$ cat config.mk
export PLATFORM = sky130hd
export DESIGN_NAME = tcw_sequencer
export DESIGN_NICKNAME = d
export VERILOG_FILES = /design/src/rtl/core/tcw_pkg.sv /design/src/rtl/core/tcw_sequencer.sv
export SDC_FILE = /design/constraint.sdc
export NUM_CORES = 1
export LEC_CHECK = 0
export BUFFER_PORTS_ARGS = -buffer_cell sky130_fd_sc_hd__buf_2
export CAP_MARGIN = 40
export CORE_MARGIN = 10
export CORE_UTILIZATION = 53
export DETAILED_ROUTE_END_ITERATION = 8
export GPL_TIMING_DRIVEN = 0
export PLACE_DENSITY = 0.8
export SKIP_LAST_GASP = 1
export SLEW_MARGIN = 20
export SYNTH_ARGS = -nofsm -noshare
export SYNTH_HDL_FRONTEND = slang
export SYNTH_SLANG_ARGS = --single-unit
$ cat constraint.sdc
create_clock -name clk_i -period 7.4 [get_ports clk_i]
set_clock_uncertainty 0.05 [all_clocks]
set_input_delay 1.11 -clock clk_i [delete_from_list [all_inputs] [get_ports clk_i]]
set_output_delay 1.11 -clock clk_i [all_outputs]
set_load 0.01 [all_outputs]
$ cat src/rtl/core/tcw_pkg.sv
// Shared types, constants and codes for the text console writer.
// No dependencies; every other file of the block uses this package.
`default_nettype none

package tcw_pkg;

  // Default screen geometry limits.
  localparam int unsigned DEF_MAX_COLUMNS = 80;
  localparam int unsigned DEF_MAX_LINES   = 25;
  localparam int unsigned DEF_CELL_COUNT  = DEF_MAX_COLUMNS * DEF_MAX_LINES;

  // Field widths of the ports.
  localparam int unsigned OPCODE_W    = 2;
  localparam int unsigned CHAR_W      = 8;
  localparam int unsigned INDEX_W     = 11;
  localparam int unsigned LINE_W      = 5;
  localparam int unsigned COLUMN_W    = 7;
  localparam int unsigned ADDR_OUT_W  = 11;
  localparam int unsigned CELL_W      = 16;
  localparam int unsigned ATTR_W      = 8;
  localparam int unsigned COLS_CFG_W  = 7;
  localparam int unsigned LINES_CFG_W = 5;
  localparam int unsigned CFG_IDX_W   = 2;
  localparam int unsigned CFG_DATA_W  = 8;

  // Character codes and reset values.
  localparam logic [CHAR_W-1:0]      NEWLINE_CODE = 8'h0A;
  localparam logic [CHAR_W-1:0]      SPACE_CODE   = 8'h20;
  localparam logic [ATTR_W-1:0]      RESET_ATTR   = 8'h07;
  localparam logic [COLS_CFG_W-1:0]  RESET_COLS   = 7'd80;
  localparam logic [LINES_CFG_W-1:0] RESET_LINES  = 5'd25;
  localparam logic [CELL_W-1:0]      RESET_BLANK  = {RESET_ATTR, SPACE_CODE};

  // Operation codes; code 3 is unused and only reports the cursor.
  typedef enum logic [OPCODE_W-1:0] {
    OP_PUT   = 2'd0,
    OP_CLEAR = 2'd1,
    OP_READ  = 2'd2
  } opcode_e;

  // Configuration register indexes.
  typedef enum logic [CFG_IDX_W-1:0] {
    REG_ATTR  = 2'd0,
    REG_COLS  = 2'd1,
    REG_LINES = 2'd2
  } reg_idx_e;

  // Sequencer states.
  typedef enum logic [2:0] {
    ST_INIT,
    ST_IDLE,
    ST_EXEC,
    ST_READ,
    ST_SCROLL,
    ST_CLEAR,
    ST_FINISH
  } state_e;

  // Raw configuration registers as written.
  typedef struct packed {
    logic [ATTR_W-1:0]      attr;
    logic [COLS_CFG_W-1:0]  cols;
    logic [LINES_CFG_W-1:0] lines;
  } cfg_t;

endpackage

`default_nettype wire

$ cat src/rtl/core/tcw_sequencer.sv
// Operation sequencer: cursor registers, cell store sweeps and the result register.
// Depends on tcw_pkg; drives the ports of tcw_cell_mem.
`default_nettype none

module tcw_sequencer #(
  parameter  int unsigned MAX_COLUMNS = tcw_pkg::DEF_MAX_COLUMNS,
  parameter  int unsigned MAX_LINES   = tcw_pkg::DEF_MAX_LINES,
  localparam int unsigned CellCount   = MAX_COLUMNS * MAX_LINES,
  localparam int unsigned AddrW       = (CellCount > 1) ? $clog2(CellCount) : 1
) (
  input  wire logic                          clk_i,
  input  wire logic                          rst_ni,
  input  wire tcw_pkg::cfg_t                 cfg_i,
  input  wire logic                          in_valid_i,
  output logic                               in_ready_o,
  input  wire logic [tcw_pkg::OPCODE_W-1:0]  opcode_i,
  input  wire logic [tcw_pkg::CHAR_W-1:0]    char_code_i,
  input  wire logic [tcw_pkg::INDEX_W-1:0]   cell_index_i,
  output logic                               out_valid_o,
  input  wire logic                          out_ready_i,
  output logic [tcw_pkg::LINE_W-1:0]         cursor_line_o,
  output logic [tcw_pkg::COLUMN_W-1:0]       cursor_column_o,
  output logic [tcw_pkg::ADDR_OUT_W-1:0]     cursor_address_o,
  output logic [tcw_pkg::CELL_W-1:0]         cell_value_o,
  output logic                               did_scroll_o,
  output logic                               mem_wr_en_o,
  output logic [AddrW-1:0]                   mem_wr_addr_o,
  output logic [tcw_pkg::CELL_W-1:0]         mem_wr_data_o,
  output logic                               mem_rd_en_o,
  output logic [AddrW-1:0]                   mem_rd_addr_o,
  input  wire logic [tcw_pkg::CELL_W-1:0]    mem_rd_data_i
);

  import tcw_pkg::*;

  localparam int unsigned ColW = $clog2(MAX_COLUMNS + 1);
  localparam int unsigned RowW = $clog2(MAX_LINES + 1);
  localparam int unsigned MulW = ColW + RowW;
  localparam int unsigned LinW = MulW + 1;
  localparam int unsigned CntW = $clog2(CellCount + 1);

  state_e                state_q, state_d;
  logic [RowW-1:0]       row_q, row_d;
  logic [ColW-1:0]       col_q, col_d;
  logic [CntW-1:0]       cnt_q, cnt_d;
  logic                  pend_q, pend_d;
  logic [AddrW-1:0]      pend_dst_q, pend_dst_d;
  logic [OPCODE_W-1:0]   op_q;
  logic [CHAR_W-1:0]     char_q;
  logic [INDEX_W-1:0]    idx_q;
  logic [CELL_W-1:0]     cell_q, cell_d;
  logic                  scroll_q, scroll_d;
  logic                  out_valid_q;
  logic [LINE_W-1:0]     out_line_q;
  logic [COLUMN_W-1:0]   out_column_q;
  logic [ADDR_OUT_W-1:0] out_addr_q;
  logic [CELL_W-1:0]     out_cell_q;
  logic                  out_scroll_q;

  logic [ColW-1:0]       cols;
  logic [RowW-1:0]       lines;
  logic [MulW-1:0]       mul;
  logic [LinW-1:0]       lin;
  logic [CELL_W-1:0]     blank;
  logic                  in_range;
  logic                  accept;
  logic                  load_out;
  logic                  is_nl;
  logic [ColW-1:0]       col_a, col_b, put_col;
  logic [RowW-1:0]       row_a, row_b, put_row;
  logic                  wrap;
  logic                  put_scroll;

  // Effective geometry: zero acts as one, values above the limit saturate.
  always_comb begin
    if (cfg_i.cols == '0) begin
      cols = ColW'(1);
    end else if (32'(cfg_i.cols) > MAX_COLUMNS) begin
      cols = ColW'(MAX_COLUMNS);
    end else begin
      cols = ColW'(cfg_i.cols);
    end
    if (cfg_i.lines == '0) begin
      lines = RowW'(1);
    end else if (32'(cfg_i.lines) > MAX_LINES) begin
      lines = RowW'(MAX_LINES);
    end else begin
      lines = RowW'(cfg_i.lines);
    end
  end

  // One shared multiplier: cursor address, and the moved-cell count during a scroll.
  assign mul      = row_q * cols;
  assign lin      = LinW'(col_q) + LinW'(mul);
  assign blank    = {cfg_i.attr, SPACE_CODE};
  assign in_range = 32'(idx_q) < CellCount;
  assign accept   = in_valid_i && (state_q == ST_IDLE);

  // Cursor movement of a put.
  always_comb begin
    is_nl      = (char_q == NEWLINE_CODE);
    col_a      = is_nl ? '0 : col_q + 1'b1;
    row_a      = is_nl ? row_q + 1'b1 : row_q;
    wrap       = (col_a >= cols);
    col_b      = wrap ? '0 : col_a;
    row_b      = wrap ? row_a + 1'b1 : row_a;
    put_scroll = (row_b >= lines);
    put_row    = put_scroll ? lines - 1'b1 : row_b;
    put_col    = put_scroll ? '0 : col_b;
  end

  // Next state, cursor updates and memory accesses.
  always_comb begin
    state_d       = state_q;
    row_d         = row_q;
    col_d         = col_q;
    cnt_d         = cnt_q;
    pend_d        = 1'b0;
    pend_dst_d    = pend_dst_q;
    cell_d        = cell_q;
    scroll_d      = scroll_q;
    in_ready_o    = 1'b0;
    load_out      = 1'b0;
    mem_wr_en_o   = 1'b0;
    mem_wr_addr_o = AddrW'(cnt_q);
    mem_wr_data_o = blank;
    mem_rd_en_o   = 1'b0;
    mem_rd_addr_o = AddrW'(idx_q);

    // A copy read issued last cycle is written back now.
    if (pend_q) begin
      mem_wr_en_o   = 1'b1;
      mem_wr_addr_o = pend_dst_q;
      mem_wr_data_o = mem_rd_data_i;
    end

    unique case (state_q)
      ST_INIT: begin
        if (32'(cnt_q) < CellCount) begin
          mem_wr_en_o   = 1'b1;
          mem_wr_addr_o = AddrW'(cnt_q);
          mem_wr_data_o = RESET_BLANK;
          cnt_d         = cnt_q + 1'b1;
        end else begin
          cnt_d   = '0;
          state_d = ST_IDLE;
        end
      end
      ST_IDLE: begin
        in_ready_o = 1'b1;
        if (in_valid_i) begin
          state_d = ST_EXEC;
        end
      end
      ST_EXEC: begin
        scroll_d = 1'b0;
        cell_d   = '0;
        unique case (op_q)
          OP_PUT: begin
            // A cursor outside the current geometry writes nothing.
            if (!is_nl && (row_q < lines) && (col_q < cols)) begin
              mem_wr_en_o   = 1'b1;
              mem_wr_addr_o = AddrW'(lin);
              mem_wr_data_o = {cfg_i.attr, char_q};
            end
            row_d    = put_row;
            col_d    = put_col;
            scroll_d = put_scroll;
            cnt_d    = '0;
            state_d  = put_scroll ? ST_SCROLL : ST_FINISH;
          end
          OP_CLEAR: begin
            row_d   = '0;
            col_d   = '0;
            cnt_d   = '0;
            state_d = ST_CLEAR;
          end
          OP_READ: begin
            mem_rd_en_o = in_range;
            state_d     = ST_READ;
          end
          default: begin
            state_d = ST_FINISH;
          end
        endcase
      end
      ST_READ: begin
        if (in_range) begin
          cell_d = mem_rd_data_i;
        end
        state_d = ST_FINISH;
      end
      ST_SCROLL: begin
        // Here the cursor row is the last line, so mul is the moved-cell count.
        // The source leads the destination by a full row, so no forwarding is needed.
        if (LinW'(cnt_q) < LinW'(mul)) begin
          mem_rd_en_o   = 1'b1;
          mem_rd_addr_o = AddrW'(LinW'(cnt_q) + LinW'(cols));
          pend_d        = 1'b1;
          pend_dst_d    = AddrW'(cnt_q);
          cnt_d         = cnt_q + 1'b1;
        end else if (!pend_q) begin
          if (LinW'(cnt_q) < LinW'(mul) + LinW'(cols)) begin
            mem_wr_en_o   = 1'b1;
            mem_wr_addr_o = AddrW'(cnt_q);
            mem_wr_data_o = blank;
            cnt_d         = cnt_q + 1'b1;
          end else begin
            state_d = ST_FINISH;
          end
        end
      end
      ST_CLEAR: begin
        if (32'(cnt_q) < CellCount) begin
          mem_wr_en_o   = 1'b1;
          mem_wr_addr_o = AddrW'(cnt_q);
          mem_wr_data_o = blank;
          cnt_d         = cnt_q + 1'b1;
        end else begin
          state_d = ST_FINISH;
        end
      end
      ST_FINISH: begin
        if (!out_valid_q || out_ready_i) begin
          load_out = 1'b1;
          state_d  = ST_IDLE;
        end
      end
      default: begin
        state_d = ST_IDLE;
      end
    endcase
  end

  // Control registers.
  always_ff @(posedge clk_i or negedge rst_ni) begin
    if (!rst_ni) begin
      state_q <= ST_INIT;
      row_q   <= '0;
      col_q   <= '0;
      cnt_q   <= '0;
      pend_q  <= 1'b0;
    end else begin
      state_q <= state_d;
      row_q   <= row_d;
      col_q   <= col_d;
      cnt_q   <= cnt_d;
      pend_q  <= pend_d;
    end
  end

  // Operation payload and working values.
  always_ff @(posedge clk_i) begin
    if (accept) begin
      op_q   <= opcode_i;
      char_q <= char_code_i;
      idx_q  <= cell_index_i;
    end
    pend_dst_q <= pend_dst_d;
    cell_q     <= cell_d;
    scroll_q   <= scroll_d;
  end

  // Result register.
  always_ff @(posedge clk_i or negedge rst_ni) begin
    if (!rst_ni) begin
      out_valid_q <= 1'b0;
    end else if (load_out) begin
      out_valid_q <= 1'b1;
    end else if (out_ready_i) begin
      out_valid_q <= 1'b0;
    end
  end

  always_ff @(posedge clk_i) begin
    if (load_out) begin
      out_line_q   <= LINE_W'(row_q);
      out_column_q <= COLUMN_W'(col_q);
      out_addr_q   <= ADDR_OUT_W'(lin);
      out_cell_q   <= cell_q;
      out_scroll_q <= scroll_q;
    end
  end

  assign out_valid_o      = out_valid_q;
  assign cursor_line_o    = out_line_q;
  assign cursor_column_o  = out_column_q;
  assign cursor_address_o = out_addr_q;
  assign cell_value_o     = out_cell_q;
  assign did_scroll_o     = out_scroll_q;

endmodule

`default_nettype wire

==> results.py, run 1 <==
metrics = {
    "synth": {
        "ys_ff_latch": 117,
        "syn_area_sq_mm": 0.009100,
        "synth_fp_nets": 1134,
        "yosys_warnings": 0,
        "yosysMostFrequentCell": "nand2_1",
        "synth.distinct_cells": 64,
        "ys_top_cells_by_count": "nand2_1 (93), ha_1 (92), edfxtp_1 (89)",
        "synth-edff-count": 89,
        "async_reset_ff_share_pct": 23.93,
        "ys.flop_type": "edfxtp_1",
        "synth_top_area_share_pct": 29.37,
        "synth_area_leaders": "edfxtp_1 (29%), ha_1 (13%), dfrtp_1 (7.7%)",
        "ys_seq_area_share_pct": 37.07,
        "synth_area_per_cell_sq_um": 9.450,
        "synth.largest_area_cell": "edfxtp_1",
        "netlist_instances": 963,
    },
    "cts": {
        "clock_path_buffers": 2,
        "cts-root-buf": "clkbuf_16",
        "cts_sinks": 117,
        "cts_tree": "done",
        "htree_levels": 4,
        "clock_latency_ns": 0.42,
        "postCtsHoldBufs": 0,
        "cts_buffers": 17,
        "clk_pin_slew_ns": 0.06,
    },
    "power_and_ir_drop": {
        "p_switching_w": 0.002378,
        "report.power.total_w": 0.005349,
        "switching_share_pct": 44.46,
        "p_comb_share_pct": 62.9,
        "clock_power_share_pct": 15.5,
        "p_leak_nw": 5.369,
        "ir_drop_mv": 0.2783,
        "p_seq_share_pct": 21.6,
        "power_density_mw_per_mm2": 449.9,
        "intPower_w": 0.002971,
    },
    "min_path": {
        "whs_path_depth": 0,
        "worstHoldPathType": "reg2reg",
        "holdPathEnd": "cell_value_o[14]",
        "worstHoldStart": "cell_q[14]",
    },
    "detailed_routing": {
        "ant_nets": 0,
        "routed_wl_um": 29920,
        "viasPerCell": 6.157,
        "first_pass_iters": 5,
        "drtIter0Drc": 1090,
        "vias": 8638,
        "wl_per_cell_um": 21.32,
        "drc_errors": 0,
    },
    "cells_and_area": {
        "fill_cells": 1131,
        "multi_input_area_sq_mm": 0.005986,
        "layout.nets": 1341,
        "drive_above_1_share_pct": 27.98,
        "seqCellArea_sq_mm": 0.003373,
        "n_antenna_cell": 0,
        "final_core_util_pct": 71.19,
        "areaGrowthSynthToFinish_pct": 30.65,
    },
    "global_routing": {
        "grt_max_degree": 29,
        "grt_pass1_vias": 8448,
        "grt_pass1_wl_um": 45030,
        "grt.overflow.total": 0,
        "antenna_found_initial": 0,
        "grt_usage_pct": 25.01,
    },
    "setup_path": {
        "worstPathRequired_ns": 6.24,
        "r2r-start": "row_q[3]",
        "worstRegToRegCells": 26,
        "path_common_cell": "fa_1",
        "reg2reg_to": "cnt_q[4]",
        "critical_path_class": "in2out",
        "cp-start-kind": "input port",
        "max_stage_delay_ns": 0.57,
        "rrSetupSlack_ns": 0.81,
        "crit_arrival_ns": 6.73,
        "path_max_fanout": 5,
        "setup.worst_path.end_class": "output pin",
        "cpMaxStageDelayCell": "fa_1",
    },
    "sta": {
        "fin_crit_sh_pct": 106.6,
        "worst_slack_ns": -0.4854,
        "tightestPinTransition_ns": 0.9017,
        "setup_viol": 13,
        "timing.fmax_ghz": 0.1268,
        "fin_setup_tns_ns": -5.357,
        "rsz0062_at_grt": "yes",
        "slew_headroom_pct": 39.42,
        "drv_slew": 0,
        "hold_viol_final": 0,
        "fin_crit_ns": 7.885,
    },
    "floorplanning": {
        "dieWidth_um": 151.0,
        "rows": 47,
        "io_pins": 143,
        "core-area_sq_mm": 0.01670,
        "fp.dieH_um": 151.0,
        "die-area_sq_mm": 0.02281,
        "initial_utilization_pct": 54.49,
    },
    "placement": {
        "io_buffers": 142,
        "gp_congestion": 0.9743,
        "dpl.hpwl_um": 20500,
    },
    "run_status": {
        "status": "finished with violations",
        "failed_checks": "negative setup slack",
    },
    "job": {
        "cap_violations": 0,
    },
}
[through the flow]
step           hold slack (ns)  cell area, sq um  std cells  setup slack [ns]
6_report                0.3664             11890       1403           -0.4854
5_1_grt                 0.3724             11890       1403           -0.6136
4_1_cts                 0.3658             11630       1395           -0.2596
3_5_place_dp            0.3545             10320       1327            -1.089
3_3_place_gp            0.3515             10250       1325            -1.045
2_1_floorplan           0.3503              9268        963          -0.02261
[state kept, by name (all words and copies together) (netlist names)]
register,count
op_q,2
pend_q,1
cursor_line_o,5
char_q,8
did_scroll_o,1
pend_dst_q,11
cursor_column_o,7
cell_q,16
out_valid_o,1
cell_value_o,16
scroll_q,1
col_q,7
cursor_address_o,11
state_q,3
idx_q,11
row_q,5
cnt_q,11
[worst max path at each step]
stage / from / end / slack, ns / cells after the start
floorplan: cfg_i[11] / mem_rd_addr_o[10] / -0.02 / 25
global placement: cfg_i[11] / mem_rd_en_o / -1.05 / 27
detailed placement: cfg_i[11] / mem_rd_en_o / -1.09 / 27
CTS: cfg_i[10] / mem_rd_addr_o[10] / -0.26 / 26
global route: cfg_i[9] / mem_wr_en_o / -0.61 / 27
finish: cfg_i[9] / mem_wr_en_o / -0.49 / 27
[layout by cell type, fill, tap and decap left out, drive strengths merged, types with 7 or more instances in the layout]
cell / netlist / layout
nor2: 88 / 88
dfrtp: 28 / 28
mux2: 7 / 7
a22oi: 12 / 12
nor2b: 14 / 14
a21oi: 47 / 47
ha: 92 / 92
nor3: 10 / 10
and3: 35 / 35
fa: 18 / 18
a21o: 25 / 25
a221oi: 7 / 7
xor2: 14 / 14
mux2i: 20 / 20
and2: 17 / 17
nand3: 19 / 19
nand2b: 12 / 12
o31ai: 9 / 9
buf: 8 / 195
clkinv: 1 / 8
xnor2: 32 / 32
clkbuf: 34 / 56
inv: 56 / 56
nand2: 93 / 93
o211ai: 8 / 8
edfxtp: 89 / 89
o21ai: 76 / 76
[worst max-delay path: cells and delay by family]
family	cells	cell delay (ns)
compound gates	9	1.26
simple gates	5	0.91
buf+inv	5	0.59
xor+xnor	2	0.43
fa+ha+maj	6	2.42
[timing repair]
item                                    in CTS  in global routing
setup buffers                               34                  8
endpoints found under the setup margin      13                 15
pin swaps                                   56                 21
cloned                                       2                  0
resized for setup                           96                 43
[kinds of logic after synthesis]
kind of cell               synth area share [%]
DFF                                       37.07
and+or+nand+nor                           16.32
adders and majority gates                 16.61
AOI/OAI and AO/OA                         18.30
muxes                                     3.066
xor gates and xnor gates                  4.427
buffers and inverters                     4.207
[power groups by stage]
stage	Clock, W	Combinational, W	Sequential (W)
2_1_floorplan	0	0.00184	0.00111
3_3_place_gp	0	0.00253	0.00115
3_5_place_dp	0	0.00261	0.00115
4_1_cts	0.000833	0.00305	0.00114
5_1_grt	0.000864	0.00364	0.00117
6_report	0.000829	0.00336	0.00115
[metal layers]
layer,wire length [um],track usage (%)
met4,1096,11.12
met1,11750,31.54
met5,0,0
met2,14090,40.41
met3,2979,5.519
[area by class of cell]
type                       instances  area share (%)
inverter                          57           1.842
tap                              220           2.315
clock buffer                      21           3.789
clock inverter                    11           1.137
multi-input combinational        747           50.35
timing repair buffer             188           10.23
buffer                            42           1.968
sequential                       117           28.37
(Power assumes the default switching activity.)
==> inputs of run 2 (changes only) <==
Settings changed: PLACE_DENSITY 0.8 to 0.78.
==> run 2 against run 1 <==
Effect of this change: the flow finishes with violations (design-rule violations, negative setup slack); largest cell class unchanged; critical endpoint unchanged; register-to-register slack got worse by 0.26 ns; flip-flop and latch count unchanged; highest routed layer unchanged; setup slack got worse by 0.0081 ns; final cell count increased by 0.78%.
==> results.py, run 2 (synthesis results as in run 1) <==
metrics = {
    "run_status": {
        "status": "finished with violations",
        "failed_checks": "design-rule violations, negative setup slack",
    },
    "global_routing": {
        "antenna_found_initial": 0,
        "grt_max_degree": 29,
        "grt_pass1_vias": 8469,
        "grt_usage_pct": 25.06,
        "grt_pass1_wl_um": 45080,
        "grt.overflow.total": 0,
    },
    "detailed_routing": {
        "ant_nets": 0,
        "drc_errors": 1,
        "viasPerCell": 6.311,
        "routed_wl_um": 31300,
        "drtIter0Drc": 1023,
        "first_pass_iters": 9,
        "vias": 8924,
        "wl_per_cell_um": 22.14,
    },
    "floorplanning": {
        "dieWidth_um": 151.0,
        "fp.dieH_um": 151.0,
        "rows": 47,
        "die-area_sq_mm": 0.02281,
        "initial_utilization_pct": 54.49,
        "core-area_sq_mm": 0.01670,
        "io_pins": 143,
    },
    "setup_path": {
        "critical_path_class": "in2out",
        "setup.worst_path.end_class": "output pin",
        "crit_buf_inv": 8,
        "cpMaxStageDelayCell": "fa_1",
        "max_stage_delay_ns": 0.58,
        "worstPathRequired_ns": 6.24,
        "path_max_fanout": 3,
        "path_delay_family": "adder cells",
        "crit_arrival_ns": 6.73,
        "cp-start-kind": "input port",
    },
    "power_and_ir_drop": {
        "ir_drop_mv": 0.2964,
        "report.power.total_w": 0.005519,
        "p_leak_nw": 5.441,
        "power_density_mw_per_mm2": 458.0,
    },
    "cells_and_area": {
        "areaGrowthSynthToFinish_pct": 32.44,
        "n_antenna_cell": 0,
        "final_core_util_pct": 72.16,
        "drive_above_1_share_pct": 29.23,
        "final_common_cell": "buf_2",
        "layout_common_cells": "buf_2 (129), edfxtp_1 (89), ha_1 (80)",
        "layout.nets": 1353,
    },
    "cts": {
        "htree_levels": 4,
        "cts_tree": "done",
        "cts-root-buf": "clkbuf_16",
        "clock_path_buffers": 2,
        "clock_latency_ns": 0.43,
        "cts_sinks": 117,
        "cts_buffers": 17,
        "postCtsHoldBufs": 0,
        "clk_pin_slew_ns": 0.05,
    },
    "placement": {
        "place_ws_ns": -1.071,
        "io_buffers": 142,
        "dpl.hpwl_um": 20500,
        "gp_congestion": 0.9772,
    },
    "sta": {
        "fin_crit_sh_pct": 106.7,
        "slew_headroom_pct": 38.17,
        "tightestPinTransition_ns": 0.9203,
        "drv_slew": 0,
        "fin_crit_ns": 7.894,
        "rsz0062_at_grt": "yes",
        "setup_viol": 13,
        "timing.fmax_ghz": 0.1267,
        "worst_slack_ns": -0.4936,
        "hold_viol_final": 0,
        "whs_ns": 0.3681,
    },
    "job": {
        "cap_violations": 0,
    },
    "min_path": {
        "worstHoldPathType": "reg2reg",
    },
}
-- run 2: layout make-up --
class,count,area [sq um]
sequential,117,3373
timing repair buffer,200,1333
fill,1176,4649
tap,220,275.3
buffer,42,231.5
clock buffer,19,432.9
multi-input combinational,747,6076
inverter,57,216.5
clock inverter,12,113.9
-- run 2: power breakdown --
| part | switching (W) | leakage [nW] | internal (W) | total [W] |
|---|---|---|---|---|
| logic | 0.00201 | 3.98 | 0.00156 | 0.00358 |
| registers | 0.000192 | 1.20 | 0.000972 | 0.00116 |
| clock network | 0.000294 | 0.263 | 0.000485 | 0.000779 |
| total | 0.00250 | 5.44 | 0.00302 | 0.00552 |
-- run 2: worst paths after layout --
path                       startpoint               to  slack [ns]  cells after the start
max                          cfg_i[9]      mem_wr_en_o       -0.49                     28
min                         cell_q[0]  cell_value_o[0]        0.37                      0
max reg2reg                  row_q[3]         cnt_q[4]        0.55                     26
min reg2reg                 cell_q[0]  cell_value_o[0]        0.37                      0
max in group asynchronous      rst_ni         cnt_q[8]        6.14                      1
min in group asynchronous      rst_ni         row_q[0]        0.68                      1
-- run 2: metrics by stage --
stage / area, sq um / std cells / TNS, ns
after floorplan: 9268 / 963 / -0.09026
after global placement: 10250 / 1325 / -17.45
after CTS: 11630 / 1392 / -2.860
final: 12050 / 1414 / -5.864
after global routing: 12050 / 1414 / -7.448
after detailed placement: 10320 / 1327 / -19.35
-- run 2: repair_timing --
action / CTS / global route
gates cloned: 2 / 0
gates resized for setup: 104 / 51
setup buffers: 32 / 22
pin swaps: 58 / 43
setup endpoints to repair: 13 / 15
-- run 2: layer usage --
layer	routed length (um)	vias up	part of all wire (%)	GRT usage (%)
met3	3060	158	9.8	5.430
li1	-	3960	-	-
met5	0	-	0	0
met2	14330	574	46	40.32
met4	1784	0	5.7	12.42
met1	12130	4232	39	31.27
==> inputs of run 3 (changes only) <==
Settings changed: CORE_UTILIZATION 53 to 25, PLACE_DENSITY 0.78 to not set.
==> run 3 against run 2 <==
Effect of this change: the run ends with negative setup slack left; first-iteration DRC count decreased by 39%; combinational power decreased by 11%; critical path depth decreased by 1; sequential share of layout area increased by 0.18 points; setup slack improved by 0.15 ns; core utilization decreased by 39 points; power decreased by 6.8%; critical endpoint unchanged; highest routed layer is now met5.
==> results.py, run 3 (synthesis results as in run 1) <==
metrics = {
    "run_status": {
        "status": "finished with violations",
        "failed_checks": "negative setup slack",
    },
    "floorplanning": {
        "fp.dieH_um": 210.8,
        "die-area_sq_mm": 0.04443,
        "dieWidth_um": 210.8,
        "initial_utilization_pct": 25.46,
        "core-area_sq_mm": 0.03574,
        "rows": 69,
        "io_pins": 143,
    },
    "global_routing": {
        "grt_usage_pct": 14.05,
        "grt_pass1_wl_um": 49160,
        "grt.overflow.total": 0,
        "grt_pass1_vias": 8471,
        "antenna_found_initial": 2,
        "grt_max_degree": 29,
    },
    "sta": {
        "whs_ns": 0.3674,
        "slew_headroom_pct": 48.47,
        "timing.fmax_ghz": 0.1292,
        "fin_crit_sh_pct": 104.6,
        "setup_viol": 13,
        "rsz0062_at_grt": "yes",
        "drv_slew": 0,
        "hold_viol_final": 0,
        "worst_slack_ns": -0.3417,
        "tightestPinTransition_ns": 0.7730,
        "fin_crit_ns": 7.742,
    },
    "setup_path": {
        "worstRegToRegCells": 26,
        "setup.worst_path.end_class": "output pin",
        "path_common_cell": "fa_1",
        "r2r-start": "row_q[3]",
        "startpoint": "cfg_i[11]",
        "path_delay_family": "adder cells",
        "path_depth": 27,
        "worstPathRequired_ns": 6.24,
        "cp-start-kind": "input port",
        "critical_path_class": "in2out",
        "max_stage_delay_ns": 0.58,
        "path_max_fanout": 5,
        "crit_end": "mem_wr_en_o",
        "crit_arrival_ns": 6.58,
        "rrSetupSlack_ns": 0.67,
        "cpMaxStageDelayCell": "fa_1",
        "reg2reg_to": "pend_dst_q[8]",
        "crit_buf_inv": 7,
    },
    "cts": {
        "clock_path_buffers": 2,
        "cts_sinks": 117,
        "htree_levels": 4,
        "cts_buffers": 17,
        "cts-root-buf": "clkbuf_16",
        "cts_tree": "done",
        "postCtsHoldBufs": 0,
        "clock_latency_ns": 0.43,
        "clk_pin_slew_ns": 0.06,
    },
    "cells_and_area": {
        "fill_cells": 3633,
        "final_core_util_pct": 33.51,
        "drive_above_1_share_pct": 27.10,
        "layout_common_cells": "buf_2 (137), edfxtp_1 (89), nand2_1 (85)",
        "multi_input_area_sq_mm": 0.005864,
        "final_common_cell": "buf_2",
        "areaGrowthSynthToFinish_pct": 31.61,
        "seqCellArea_sq_mm": 0.003373,
        "n_antenna_cell": 0,
        "layout.nets": 1339,
        "fin_area_sq_mm": 0.01198,
    },
    "placement": {
        "gp_congestion": 0.8796,
        "io_buffers": 142,
        "dpl.hpwl_um": 24320,
        "placed_cell_area_sq_mm": 0.01064,
    },
    "job": {
        "cap_violations": 0,
    },
    "detailed_routing": {
        "met3_length_um": 2194,
        "ant_nets": 0,
        "vias": 8421,
        "drtIter0Drc": 629,
        "wl_per_cell_um": 19.37,
        "wl_met2_um": 15960,
        "drc_errors": 0,
        "wl_met1_um": 12920,
        "first_pass_iters": 5,
        "dr.max_layer_used": "met5",
        "viasPerCell": 5.129,
        "routed_wl_um": 31800,
    },
    "power_and_ir_drop": {
        "p_leak_nw": 5.271,
        "ir_drop_mv": 0.1578,
        "power_density_mw_per_mm2": 429.6,
        "report.power.total_w": 0.005145,
    },
    "min_path": {
        "worstHoldPathType": "reg2reg",
    },
}
## run 3: cell count changes in the layout (fill, tap and decap cells not counted), moves of 4 or more
cell / previous run / this run
buf_4: 50 / 36
nand2_4: 10 / 1
clkinvlp_4: 2 / 6
a21oi_1: 39 / 43
buf_6: 20 / 10
nand2_1: 79 / 85
buf_2: 129 / 137
## run 3: area by class of cell
type                       instances  share of cell area (%)
clock inverter                    15                   1.107
buffer                            42                   1.954
tap                              461                   4.816
sequential                       117                   28.17
multi-input combinational        747                   48.97
timing repair buffer             186                   9.632
clock buffer                      17                   3.552
inverter                          57                   1.807
## run 3: routing by layer
layer / vias up / GRT usage (%)
li1: 3931 / -
met1: 4134 / 16.83
met2: 307 / 24.67
met3: 45 / 2.596
met4: 4 / 4.920
met5: - / 0
## run 3: report_power, final
group	switching (W)	internal, W	leakage (nW)
Combinational	0.00186	0.00134	3.82
Sequential	0.000178	0.000970	1.20
Clock	0.000334	0.000461	0.255
Total	0.00237	0.00277	5.27
## run 3: how the worst min path moves through the flow
| stage | cells past startpoint | endpoint | startpoint |
|---|---|---|---|
| finish | 0 | cell_value_o[11] | cell_q[11] |
| global route | 0 | cell_value_o[12] | cell_q[12] |
| CTS | 0 | cell_value_o[11] | cell_q[11] |
| detailed placement | 0 | cell_value_o[10] | cell_q[10] |
| global placement | 0 | cell_value_o[9] | cell_q[9] |
| floorplan | 0 | cell_value_o[0] | cell_q[0] |
## run 3: timing repair
action,in CTS,in global routing
gates resized for setup,88,22
gates cloned,2,0
setup endpoints to repair,30,16
pin swaps,45,23
buffers inserted,29,8
## run 3: metrics by stage
| stage | cells | worst slack, ns | TNS [ns] |
|---|---|---|---|
| floorplan | 963 | -0.02261 | -0.09026 |
| global placement | 1566 | -1.298 | -26.30 |
| detailed placement | 1570 | -1.318 | -27.60 |
| CTS | 1633 | -0.3509 | -3.867 |
| global route | 1642 | -0.5498 | -6.356 |
| finish | 1642 | -0.3417 | -3.732 |
